[config.mk]
export PLATFORM = sky130hd
export DESIGN_NAME = adaptive_preemphasis_filter
export DESIGN_NICKNAME = d
export VERILOG_FILES = /design/src/hdl/ape_pkg.sv /design/src/hdl/ape_dp.sv /design/src/hdl/ape_ctrl.sv /design/src/hdl/adaptive_preemphasis_filter.sv
export VERILOG_INCLUDE_DIRS = /design/src /design/src/hdl
export SDC_FILE = /design/constraint.sdc
export NUM_CORES = 2
export LEC_CHECK = 0
export BUFFER_PORTS_ARGS = -buffer_cell sky130_fd_sc_hd__buf_2
export CORE_AREA = 2 2 300 361
export DETAILED_ROUTE_END_ITERATION = 12
export DIE_AREA = 0 0 302 363
export PLACE_DENSITY_LB_ADDON = 0.25
export SYNTH_ARGS = -nofsm -noshare
export SYNTH_HDL_FRONTEND = slang
export SYNTH_SLANG_ARGS = --single-unit
[constraint.sdc]
create_clock -name clk -period 9.2 [get_ports clk]
set_input_delay 0.92 -clock clk [delete_from_list [all_inputs] [get_ports clk]]
set_output_delay 0.92 -clock clk [all_outputs]
set_load 0.005 [all_outputs]
[src/hdl/adaptive_preemphasis_filter_defines.svh]
// Assertion macros for the adaptive pre-emphasis filter.
// Used by the top level; expects signals clk and rst_n in scope.
`ifndef ADAPTIVE_PREEMPHASIS_FILTER_DEFINES_SVH
`define ADAPTIVE_PREEMPHASIS_FILTER_DEFINES_SVH

// condition must hold at every clock edge out of reset
`define APF_ASSERT_ALWAYS(lbl, cond) \
  lbl: assert property (@(posedge clk) disable iff (!rst_n) (cond)) \
    else $error("assertion failed");

// consequent must hold in the cycle after the antecedent
`define APF_ASSERT_NEXT(lbl, ante, cons) \
  lbl: assert property (@(posedge clk) disable iff (!rst_n) (ante) |=> (cons)) \
    else $error("assertion failed");

`endif

[src/hdl/ape_pkg.sv]
// Shared constants, opcodes and controller/datapath interface structs
// for the adaptive pre-emphasis filter. No dependencies.
package ape_pkg;

  localparam int COEF_SHIFT = 5;
  localparam int BLOCK_MAX  = 4096;

  localparam int SMPW  = 26;
  localparam int COEFW = 4;
  localparam int PRODW = 2 * SMPW;
  localparam int ESUMW = 62;
  localparam int CSUMW = 63;
  localparam int QW    = COEF_SHIFT + 1;
  localparam int CNTW  = $clog2(BLOCK_MAX + 1);
  localparam int STEPW = $clog2(COEF_SHIFT);
  localparam int DATAW = 32;

  localparam int COEF_MAX_RAW = (1 << (COEF_SHIFT - 1)) - 1;
  localparam int COEF_MAX_I   = (COEF_MAX_RAW > 15) ? 15 : COEF_MAX_RAW;
  localparam logic [COEFW-1:0] COEF_MAX = COEFW'(COEF_MAX_I);

  localparam logic [1:0] OP_ANALYSE = 2'd0;
  localparam logic [1:0] OP_PRE     = 2'd1;
  localparam logic [1:0] OP_DE      = 2'd2;
  localparam logic [1:0] OP_LOAD    = 2'd3;

  localparam logic KIND_SAMPLE = 1'b0;
  localparam logic KIND_COEF   = 1'b1;

  typedef struct packed {
    logic latch;      // request taken: capture fields
    logic load_coef;  // coefficient load request
    logic first_take; // first sample of a block
    logic mul_ee;     // product <= last * last
    logic acc_e;      // energy += product, product <= last * x
    logic acc_c;      // cross += product, advance pair
    logic div_init;
    logic div_step;
    logic cout;       // emit coefficient, clear analysis state
    logic fmul;       // product <= prev * coef
    logic fout;       // emit filtered sample
  } ape_cmd_t;

  typedef struct packed {
    logic [1:0] in_op;
    logic       first;
    logic       blk_done;
    logic       out_free;
  } ape_stat_t;

endpackage

[src/hdl/ape_dp.sv]
// Datapath: shared 26x26 multiplier, correlation sums, restoring divider
// for the coefficient, filter state and output register. Uses ape_pkg.
module ape_dp (
  input  logic                        clk,
  input  logic                        rst_n,
  input  ape_pkg::ape_cmd_t           cmd,
  output ape_pkg::ape_stat_t          stat,
  input  logic [1:0]                  in_tuser,
  input  logic                        in_tlast,
  input  logic [ape_pkg::DATAW-1:0]   in_tdata,
  output logic                        out_tvalid,
  input  logic                        out_tready,
  output logic [ape_pkg::DATAW-1:0]   out_tdata,
  output logic                        out_tuser
);
  import ape_pkg::*;

  logic                    first_r, first_nxt;
  logic signed [SMPW-1:0]  last_r, last_nxt;
  logic [ESUMW-1:0]        energy_r, energy_nxt;
  logic [CSUMW-1:0]        cross_r, cross_nxt;
  logic [CNTW-1:0]         count_r, count_nxt;
  logic signed [SMPW-1:0]  prev_r, prev_nxt;
  logic [COEFW-1:0]        coef_r, coef_nxt;

  logic [1:0]              op_r;
  logic signed [SMPW-1:0]  x_r;
  logic                    end_r;
  logic signed [PRODW-1:0] prod_r;
  logic [ESUMW-1:0]        rem_r;
  logic [QW-1:0]           quo_r;

  logic                    out_vld_r, out_vld_nxt;
  logic                    out_kind_r;
  logic [SMPW-1:0]         out_smp_r;
  logic [COEFW-1:0]        out_coef_r;

  logic signed [SMPW-1:0]  mul_a, mul_b;
  logic signed [PRODW-1:0] mul_p;
  logic signed [PRODW-1:0] fsh;
  logic [SMPW-1:0]         y;
  logic [CSUMW-1:0]        rem_sh;
  logic                    rem_ge;
  logic                    rnd_up;
  logic [QW-1:0]           q_rnd;
  logic [COEFW-1:0]        coef_est;

  // single multiplier, operands picked by the current command
  always_comb begin
    if (cmd.fmul) begin
      mul_a = prev_r;
      mul_b = $signed({{(SMPW-COEFW){1'b0}}, coef_r});
    end else if (cmd.acc_e) begin
      mul_a = last_r;
      mul_b = x_r;
    end else begin
      mul_a = last_r;
      mul_b = last_r;
    end
  end
  assign mul_p = mul_a * mul_b;

  // floor shift; only the low sample bits matter after wrapping
  assign fsh = prod_r >>> COEF_SHIFT;
  assign y   = (op_r == OP_PRE) ? SMPW'(x_r - fsh[SMPW-1:0])
                                : SMPW'(x_r + fsh[SMPW-1:0]);

  assign rem_sh = {rem_r, 1'b0};
  assign rem_ge = rem_sh >= {1'b0, energy_r};
  assign rnd_up = rem_sh >= {1'b0, energy_r};
  assign q_rnd  = quo_r + QW'(rnd_up);

  always_comb begin
    if (energy_r == '0 || cross_r[CSUMW-1])
      coef_est = '0;
    else if (cross_r >= {1'b0, energy_r})
      coef_est = COEF_MAX;
    else if (q_rnd > QW'(COEF_MAX_I))
      coef_est = COEF_MAX;
    else
      coef_est = COEFW'(q_rnd);
  end

  always_comb begin
    first_nxt  = first_r;
    last_nxt   = last_r;
    energy_nxt = energy_r;
    cross_nxt  = cross_r;
    count_nxt  = count_r;
    prev_nxt   = prev_r;
    coef_nxt   = coef_r;
    if (cmd.load_coef) begin
      coef_nxt = in_tdata[SMPW+COEFW-1:SMPW];
    end
    if (cmd.first_take) begin
      first_nxt = 1'b0;
      count_nxt = CNTW'(1);
      last_nxt  = x_r;
    end
    if (cmd.acc_e) begin
      energy_nxt = energy_r + {{(ESUMW-PRODW){1'b0}}, prod_r};
    end
    if (cmd.acc_c) begin
      cross_nxt = cross_r + {{(CSUMW-PRODW){prod_r[PRODW-1]}}, prod_r};
      count_nxt = count_r + CNTW'(1);
      last_nxt  = x_r;
    end
    if (cmd.cout) begin
      coef_nxt   = coef_est;
      first_nxt  = 1'b1;
      last_nxt   = '0;
      energy_nxt = '0;
      cross_nxt  = '0;
      count_nxt  = '0;
    end
    if (cmd.fout) begin
      prev_nxt = (op_r == OP_PRE) ? x_r : $signed(y);
    end
  end

  always_comb begin
    out_vld_nxt = out_vld_r;
    if (cmd.fout || cmd.cout)
      out_vld_nxt = 1'b1;
    else if (out_tready)
      out_vld_nxt = 1'b0;
  end

  always_ff @(posedge clk) begin
    if (!rst_n) begin
      first_r   <= 1'b1;
      last_r    <= '0;
      energy_r  <= '0;
      cross_r   <= '0;
      count_r   <= '0;
      prev_r    <= '0;
      coef_r    <= '0;
      out_vld_r <= 1'b0;
    end else begin
      first_r   <= first_nxt;
      last_r    <= last_nxt;
      energy_r  <= energy_nxt;
      cross_r   <= cross_nxt;
      count_r   <= count_nxt;
      prev_r    <= prev_nxt;
      coef_r    <= coef_nxt;
      out_vld_r <= out_vld_nxt;
    end
  end

  always_ff @(posedge clk) begin
    if (cmd.latch) begin
      op_r  <= in_tuser;
      x_r   <= $signed(in_tdata[SMPW-1:0]);
      end_r <= in_tlast;
    end
    if (cmd.mul_ee || cmd.acc_e || cmd.fmul) begin
      prod_r <= mul_p;
    end
    if (cmd.div_init) begin
      rem_r <= cross_r[ESUMW-1:0];
      quo_r <= '0;
    end else if (cmd.div_step) begin
      rem_r <= rem_ge ? ESUMW'(rem_sh - {1'b0, energy_r}) : rem_sh[ESUMW-1:0];
      quo_r <= {quo_r[QW-2:0], rem_ge};
    end
    if (cmd.fout) begin
      out_kind_r <= KIND_SAMPLE;
      out_smp_r  <= y;
      out_coef_r <= '0;
    end else if (cmd.cout) begin
      out_kind_r <= KIND_COEF;
      out_smp_r  <= '0;
      out_coef_r <= coef_est;
    end
  end

  assign stat.in_op    = in_tuser;
  assign stat.first    = first_r;
  assign stat.blk_done = end_r || (count_r >= CNTW'(BLOCK_MAX));
  assign stat.out_free = !out_vld_r || out_tready;

  assign out_tvalid = out_vld_r;
  assign out_tuser  = out_kind_r;
  assign out_tdata  = {{(DATAW-SMPW-COEFW){1'b0}}, out_coef_r, out_smp_r};

endmodule

[src/hdl/ape_ctrl.sv]
// Controller FSM: sequences analysis, division and filter steps and
// issues datapath commands. Uses ape_pkg command/status structs.
module ape_ctrl (
  input  logic               clk,
  input  logic               rst_n,
  input  logic               in_tvalid,
  output logic               in_tready,
  input  ape_pkg::ape_stat_t stat,
  output ape_pkg::ape_cmd_t  cmd
);
  import ape_pkg::*;

  localparam logic [3:0] S_IDLE = 4'd0;
  localparam logic [3:0] S_AMUL = 4'd1;
  localparam logic [3:0] S_AACC = 4'd2;
  localparam logic [3:0] S_AADD = 4'd3;
  localparam logic [3:0] S_ACHK = 4'd4;
  localparam logic [3:0] S_DIV  = 4'd5;
  localparam logic [3:0] S_COUT = 4'd6;
  localparam logic [3:0] S_FMUL = 4'd7;
  localparam logic [3:0] S_FOUT = 4'd8;

  logic [3:0]       state_r, state_nxt;
  logic [STEPW-1:0] step_r, step_nxt;
  logic             take;

  // no request is taken while reset is held
  assign in_tready = rst_n && (state_r == S_IDLE);
  assign take      = in_tvalid && in_tready;

  always_comb begin
    state_nxt = state_r;
    step_nxt  = step_r;
    cmd       = '0;
    cmd.latch = take;
    case (state_r)
      S_IDLE: begin
        if (take) begin
          case (stat.in_op)
            OP_ANALYSE: state_nxt = S_AMUL;
            OP_LOAD:    cmd.load_coef = 1'b1;
            default:    state_nxt = S_FMUL;
          endcase
        end
      end
      S_AMUL: begin
        if (stat.first) begin
          cmd.first_take = 1'b1;
          state_nxt      = S_ACHK;
        end else begin
          cmd.mul_ee = 1'b1;
          state_nxt  = S_AACC;
        end
      end
      S_AACC: begin
        cmd.acc_e = 1'b1;
        state_nxt = S_AADD;
      end
      S_AADD: begin
        cmd.acc_c = 1'b1;
        state_nxt = S_ACHK;
      end
      S_ACHK: begin
        if (stat.blk_done) begin
          cmd.div_init = 1'b1;
          step_nxt     = '0;
          state_nxt    = S_DIV;
        end else begin
          state_nxt = S_IDLE;
        end
      end
      S_DIV: begin
        cmd.div_step = 1'b1;
        step_nxt     = step_r + STEPW'(1);
        if (step_r == STEPW'(COEF_SHIFT - 1))
          state_nxt = S_COUT;
      end
      S_COUT: begin
        if (stat.out_free) begin
          cmd.cout  = 1'b1;
          state_nxt = S_IDLE;
        end
      end
      S_FMUL: begin
        cmd.fmul  = 1'b1;
        state_nxt = S_FOUT;
      end
      S_FOUT: begin
        if (stat.out_free) begin
          cmd.fout  = 1'b1;
          state_nxt = S_IDLE;
        end
      end
      default: state_nxt = S_IDLE;
    endcase
  end

  always_ff @(posedge clk) begin
    if (!rst_n) begin
      state_r <= S_IDLE;
      step_r  <= '0;
    end else begin
      state_r <= state_nxt;
      step_r  <= step_nxt;
    end
  end

endmodule

[src/hdl/adaptive_preemphasis_filter.sv]
// Adaptive first-order pre-/de-emphasis filter with per-block coefficient
// estimate. Input stream: in_tuser = opcode (analyse, pre-emphasize,
// de-emphasize, load coefficient), in_tlast = end of analysis block,
// in_tdata = sample and coefficient to load. Output stream: out_tuser = 0 for
// a filtered sample, 1 for an estimated coefficient.
// Per request: a coefficient load completes at its accept; pre/de-emphasis
// multiplies (one shared 26x26 multiplier), then adds; analyse captures a
// block's first sample, while a later one forms the energy product, adds it
// while forming the cross product, then adds that, since the energy and cross
// products share that multiplier. A block end adds COEF_SHIFT restoring division
// steps (one quotient bit per cycle) and an emit step. Results leave from a
// one-deep output register. A new request may be taken while a result waits
// there; if the receiver stalls, the next result holds in its final step until
// the slot frees. Reset (rst_n low, synchronous) clears the sums, the previous
// sample, the coefficient and the output valid; in_tready stays low during
// reset and rises with rst_n, so a request can be taken once it is released.
// Uses ape_pkg, ape_ctrl, ape_dp.
`include "adaptive_preemphasis_filter_defines.svh"

module adaptive_preemphasis_filter (
  input  logic                      clk,
  input  logic                      rst_n,
  input  logic                      in_tvalid,
  output logic                      in_tready,
  input  logic [ape_pkg::DATAW-1:0] in_tdata,  // sample[25:0], coef_value[29:26]
  input  logic [1:0]                in_tuser,  // opcode[1:0]
  input  logic                      in_tlast,  // block_end
  output logic                      out_tvalid,
  input  logic                      out_tready,
  output logic [ape_pkg::DATAW-1:0] out_tdata, // out_sample[25:0], out_coef[29:26]
  output logic                      out_tuser  // result_kind
);
  import ape_pkg::*;

  ape_cmd_t   cmd;
  ape_stat_t  stat;
  logic [8:0] dp_steps;
  logic       coef_ok;

  ape_ctrl u_ctrl (
    .clk       (clk),
    .rst_n     (rst_n),
    .in_tvalid (in_tvalid),
    .in_tready (in_tready),
    .stat      (stat),
    .cmd       (cmd)
  );

  ape_dp u_dp (
    .clk        (clk),
    .rst_n      (rst_n),
    .cmd        (cmd),
    .stat       (stat),
    .in_tuser   (in_tuser),
    .in_tlast   (in_tlast),
    .in_tdata   (in_tdata),
    .out_tvalid (out_tvalid),
    .out_tready (out_tready),
    .out_tdata  (out_tdata),
    .out_tuser  (out_tuser)
  );

  assign dp_steps = {cmd.first_take, cmd.mul_ee, cmd.acc_e, cmd.acc_c, cmd.div_init,
                     cmd.div_step, cmd.cout, cmd.fmul, cmd.fout};
  assign coef_ok  = (out_tdata[SMPW-1:0] == '0) &&
                    (out_tdata[SMPW+COEFW-1:SMPW] <= COEF_MAX);

  // at most one datapath step per cycle
  `APF_ASSERT_ALWAYS(a_one_step, $onehot0(dp_steps))
  // a coefficient result carries a zero sample and a clamped coefficient
  `APF_ASSERT_ALWAYS(a_coef_fmt, !(out_tvalid && out_tuser == KIND_COEF) || coef_ok)
  // any request other than a coefficient load keeps the block busy
  `APF_ASSERT_NEXT(a_busy, in_tvalid && in_tready && in_tuser != OP_LOAD, !in_tready)
  // a result is only issued into a free output slot
  `APF_ASSERT_ALWAYS(a_slot_free, !(cmd.fout || cmd.cout) || stat.out_free)

endmodule

# After elaboration in Yosys (flattened, before gate mapping)
# Cells that the tools add are included.
# W data, S select, Z words.
# op_classes
n_reduce_logical	22
n_eq_ne	16
mux	45
bitwise_logic	1
multipliers	1
addsub	8
n_shift	0
div_mod_pow	0
magnitude_cmp	4
# ops
op	n
$mux W26	9
$mux W62	3
$ge A63 B62 Y1	2
$add A63 B63 Y63	1
$add A62 B52 Y62	1
$logic_not A62 Y1	1
$sub A62 B62 Y62	1
$mul A26 B26 Y52	1
$mux W4	8
$pmux W4 S8	1
$add A26 B26 Y26	1
$mux W13	2
$sub A26 B26 Y26	1
$eq A4 B3 Y1 const B	4
$mux W1	16
$add A13 B1 Y13 const B	1
$ge A13 B13 Y1 const B	1
$reduce_bool A2 Y1	6
$mux W3	3
$eq A4 B2 Y1 const B	2
$pmux W4 S2	1
$add A6 B1 Y6	1
$gt A6 B4 Y1 const B	1
$logic_or A1 B1 Y1	6
18 further kinds	23
# totals
out_inout_bits	35
latch_bits	0
mem_count	0
regBits	383
word_cells	116
ramBits	0
romBits	0
in_bits	39

# Depth between registers and ports, before layout
# depth
word_depth	7
mapped_depth	37
mapped_depth_nobuf	33

# Hierarchy
# From an unflattened synthesis, not the netlist that was laid out.
# hier_totals
cells_unflattened	5932
area_unflattened_um2	52613.0
# modules_own_cells
mod	n_inst	cells_per_inst	seq_area_each_um2	area_each_um2
ape_dp	1	5855	9218.8	52046.2
ape_ctrl	1	77	140.1	566.8

# Worst setup path after synthesis
# OpenSTA, ideal clock, no wires.
# synth_path
path_kind	reg2reg
start	register u_ctrl.state_r[2]
end	register u_dp.prod_r[51] (data pin)
required_ps	8940
stages_incl_launch_ff	36
arrival_time_ps	8613
path_slack_ps	327
period_less_slack_ps	8873
path_cell_list	dfxtp_1 -> clkbuf_1 -> clkinv_1 -> and3_1 -> clkbuf_1 -> clkbuf_1 -> clkbuf_1 -> nand2_1 -> a21oi_1 -> clkbuf_1 -> nand2_1 -> fa_1 -> inv_1 -> fa_1 -> inv_1 -> fa_1 -> inv_1 -> fa_1 -> inv_1 -> fa_1 -> inv_1 -> fa_1 -> inv_1 -> fa_1 -> inv_1 -> ha_1 -> a21oi_1 -> o21bai_1 -> a211o_1 -> a221o_1 -> a31oi_2 -> o31ai_1 -> a221oi_2 -> o21ai_1 -> a221oi_2 -> xnor2_1
# synth_via
elab_chain_cells	5
word_cells_on_any_way	8
cone_classes	mul (1); eq/ne (2); mux (5)
# synth_lines
element	line	rtl
from (decl)	ape_ctrl.sv:23	logic [3:0] state_r, state_nxt;
from (signal assigned)	ape_ctrl.sv:103	state_r <= state_nxt;
$eq A4 B2 Y1	ape_ctrl.sv:36	case (state_r)
$mux W1	ape_ctrl.sv:36	
$mux W26	ape_dp.sv:53	end else if (cmd.acc_e) begin
$mux W26	ape_dp.sv:50	if (cmd.fmul) begin
$mul A26 B26 Y52 (*)	ape_dp.sv:61	assign mul_p = mul_a * mul_b;
via u_dp.mul_p[51]	ape_dp.sv:39	logic signed [PRODW-1:0] mul_p;
to (signal assigned)	ape_dp.sv:158	prod_r <= mul_p;
to (decl)	ape_dp.sv:29	logic signed [PRODW-1:0] prod_r;
# The timed path passes the listed nets; every way through them passes the cells marked *.
# A chain may end at the register's enable or synchronous reset.

# Final worst setup path
# layout_path
start	register u_ctrl.state_r[1]
end	register u_dp.prod_r[50] (data pin)
# The elaborated chain is that of the path after synthesis.

==> results_dict.tcl <==
set metrics [dict create \
    antenna_found_initial 7 \
    avgSynthCellArea_um2 8.350 \
    drv_cap 0 \
    ys_ff_latch 383 \
    hold_ws_ns 0.4371 \
    grt-ovfl-total 0 \
    die_height_um 363 \
    tightest_slew_ns 1.340 \
    fin_crit_sh_pct 97.42 \
    cts_sinks 383 \
    cp_max_fo 16 \
    p_per_area_mw_per_mm2 306.2 \
    path_delay_family "adder cells" \
    ys_warn_count 0 \
    fin_area_mm2 0.05764 \
    p_leak_uw 0.02768 \
    clock_skew_ns 0.04776 \
    max_stage_delay_ns 0.68 \
    cts_max_level 2 \
    initial_core_util_pct 49.68 \
    rows 131 \
    drv_slew 0 \
    startpoint_type "register" \
    wirelength_mm 189.0 \
    grt_pass1_wl_mm 287.4 \
    clk_latency_ns 0.66 \
    fmax_ghz 0.1116 \
    portBuffers 69 \
    grt_max_degree 76 \
    ant_nets 0 \
    fin_total_pwr_uw 17650 \
    cts_buffers 47 \
    ys_types 81 \
    dr.pass1.iters 6 \
    cpMaxStageDelayCell "fa_1" \
    cts_root_buf "clkbuf_16" \
    crit_buf_inv 7 \
    worst_hold_path_type "input pin to register" \
    critical_path_required_ns 9.61 \
    synth_edf_count 169 \
    grt.total_usage_pct 35.04 \
    netlist_area_mm2 0.05268 \
    place_area_mm2 0.05599 \
    drc 0 \
    crit_arrival_ns 9.38 \
    finalWeightedCongestion 1.058 \
    cts_tree "done" \
    syn_inst 6309 \
    area_growth_pct 9.415 \
    setup_viol 0 \
    drtIter0Drc 3948 \
    nets 7591 \
    ir_drop_uv 216.2 \
    fin_tns_setup_ns 0 \
    crit_top_cell "fa_1" \
    num_vias 46560 \
    critical_path_class "register to register" \
    dp_hpwl_mm 157.6 \
    n_fill_cell 10040 \
    vias_per_cell 5.925 \
    core-area_mm2 0.1060 \
    drive_above_1_share_pct 7.474 \
    outcome "finished clean" \
    period_needed_ns 8.963 \
    async_flop_share_pct 0 \
    ys_seq_area_share_pct 17.77 \
    clockBufferDepth 3 \
    synth_ff_type "dfxtp_1" \
    die-width_um 302 \
    clkTransAtPathRegs_ns 0.06 \
    wl_per_cell_um 24.05 \
    ios 74 \
    finalHoldViolCount 0 \
    die-area_mm2 0.1096 \
    critPathCaptureType "register" \
    grt_pass1_vias 47160 \
    relSlewSlack_pct 8.337 \
]
==> layer usage <==
layer,up-vias,global-route usage [%],wire length [um]
li1,20920,-,-
met1,22870,43.02,71410
met2,2126,56.29,85610
met3,636,7.146,17240
met4,12,22.25,14640
met5,-,0,81
==> cells by family after synthesis <==
kind of cell	share of synthesized area, %
and+or+nand+nor	17.12
AOI/OAI and AO/OA	14.76
buffers and inverters	8.301
adders and majority gates	36.99
DFF	17.77
xor gates and xnor gates	4.456
muxes	0.6009
other	0.007118
==> through the flow <==
stage	setup WS (ns)	std cells	utilization, %
global placement	0.04367	7769	52.80
finish	0.2373	7859	54.35
floorplan	0.3269	6310	-
global route	-0.03524	7858	54.35
detailed placement	0.08026	7769	52.80
CTS	0.01823	7857	54.32
==> power by group <==
part	leakage [uW]	internal [uW]	switching (uW)
clock	0.000779	1130	848
combinational	0.0236	4620	7970
sequential	0.00331	2420	655
==> state kept, by name (all words and copies together), names as in the netlist, 4 cells and up <==
register,flops
u_dp.cross_r,63
u_dp.energy_r,62
u_dp.rem_r,62
u_dp.prod_r,52
u_dp.last_r,26
u_dp.out_smp_r,26
u_dp.prev_r,26
u_dp.x_r,26
u_dp.count_r,13
u_dp.quo_r,6
u_ctrl.state_r,4
u_dp.coef_r,4
u_dp.out_coef_r,4
==> synthesized netlist by cell type (44+ instances only) <==
master / count / share of area [%]
nand2_1: 965 / 6.9
inv_1: 871 / 6.2
fa_1: 714 / 27
nor2_1: 564 / 4.0
a21oi_1: 540 / 5.1
ha_1: 415 / 9.9
clkbuf_1: 240 / 1.7
o21ai_0: 215 / 2.0
dfxtp_1: 214 / 8.1
edfxtp_1: 169 / 9.6
a21o_1: 158 / 2.3
xnor2_1: 158 / 2.6
nand3_1: 120 / 1.1
xor2_1: 110 / 1.8
nand4_1: 76 / 0.90
and3_1: 60 / 0.71
and2_1: 59 / 0.70
nor3_1: 50 / 0.48
nor2b_1: 48 / 0.57
o21a_1: 47 / 0.67
o21bai_1: 44 / 0.63
==> worst paths after layout <==
path,startpoint,endpoint,slack [ns],cells past startpoint
setup / recovery,u_ctrl.state_r[1]$_SDFFE_PN0P_,u_dp.prod_r[50]$_DFFE_PP_,0.24,29
hold / removal,in_tdata[17],u_dp.x_r[17]$_DFFE_PP_,0.44,1
setup reg to reg,u_ctrl.state_r[1]$_SDFFE_PN0P_,u_dp.prod_r[50]$_DFFE_PP_,0.24,29
hold reg to reg,u_dp.quo_r[0]$_SDFFE_PP0P_,u_dp.quo_r[1]$_SDFFE_PP0P_,0.48,2
==> worst register-to-register path: cells and delay by family (launching register included) <==
| kind | cells | cell delay [ns] |
|---|---|---|
| AND/OR/NAND/NOR | 5 | 1.16 |
| multiplexers | 1 | 0.38 |
| XOR/XNOR | 1 | 0.13 |
| flip-flops | 1 | 0.51 |
| AO/OA/AOI/OAI | 7 | 1.26 |
| adder cells (fa/ha/maj) | 8 | 4.03 |
| buffers and inverters | 7 | 1.24 |
==> cell type report <==
| cell class | instances | area (um^2) | share of cell area [%] |
|---|---|---|---|
| diodes | 1 | 2.502 | 0.004341 |
| well taps | 1396 | 1747 | 3.030 |
| repair buffers | 344 | 2547 | 4.420 |
| clock buffers | 64 | 1323 | 2.294 |
| clock inverters | 24 | 287.8 | 0.4993 |
| flip-flops and latches | 383 | 9359 | 16.24 |
| inverters | 873 | 3277 | 5.685 |
| multi-input cells | 4774 | 39100 | 67.83 |
==> cells in the final DEF (no fill, tap or decap), types with 11 or more instances in the layout <==
cell	count
a21oi_1	534
nor2_1	563
nor4_1	23
nand3_1	118
inv_1	870
xor2_1	110
nand4_1	76
o211ai_1	42
buf_2	69
or3_1	25
nor2b_1	46
o21bai_1	44
a21o_1	158
o21ai_0	214
buf_12	11
nand2_1	960
and4_1	12
nand2b_1	37
ha_1	415
fa_1	714
buf_4	264
a31oi_1	35
o21a_1	47
a21boi_0	15
edfxtp_1	169
o211a_1	13
mux2i_1	26
xnor2_1	158
clkbuf_1	11
and3_1	57
or2_2	12
a211oi_1	38
clkbuf_16	49
and2_1	58
nor3_1	50
dfxtp_1	214
o31ai_1	18
==> timing repair <==
| item | 4_1_cts | 5_1_grt |
|---|---|---|
| setup buffers | 0 | 1 |
| hold buffers | 0 | 0 |
| endpoints found under the setup margin | 0 | 9 |
| resized for setup | 0 | 11 |
Note: power is estimated with default switching activity, not from simulation.
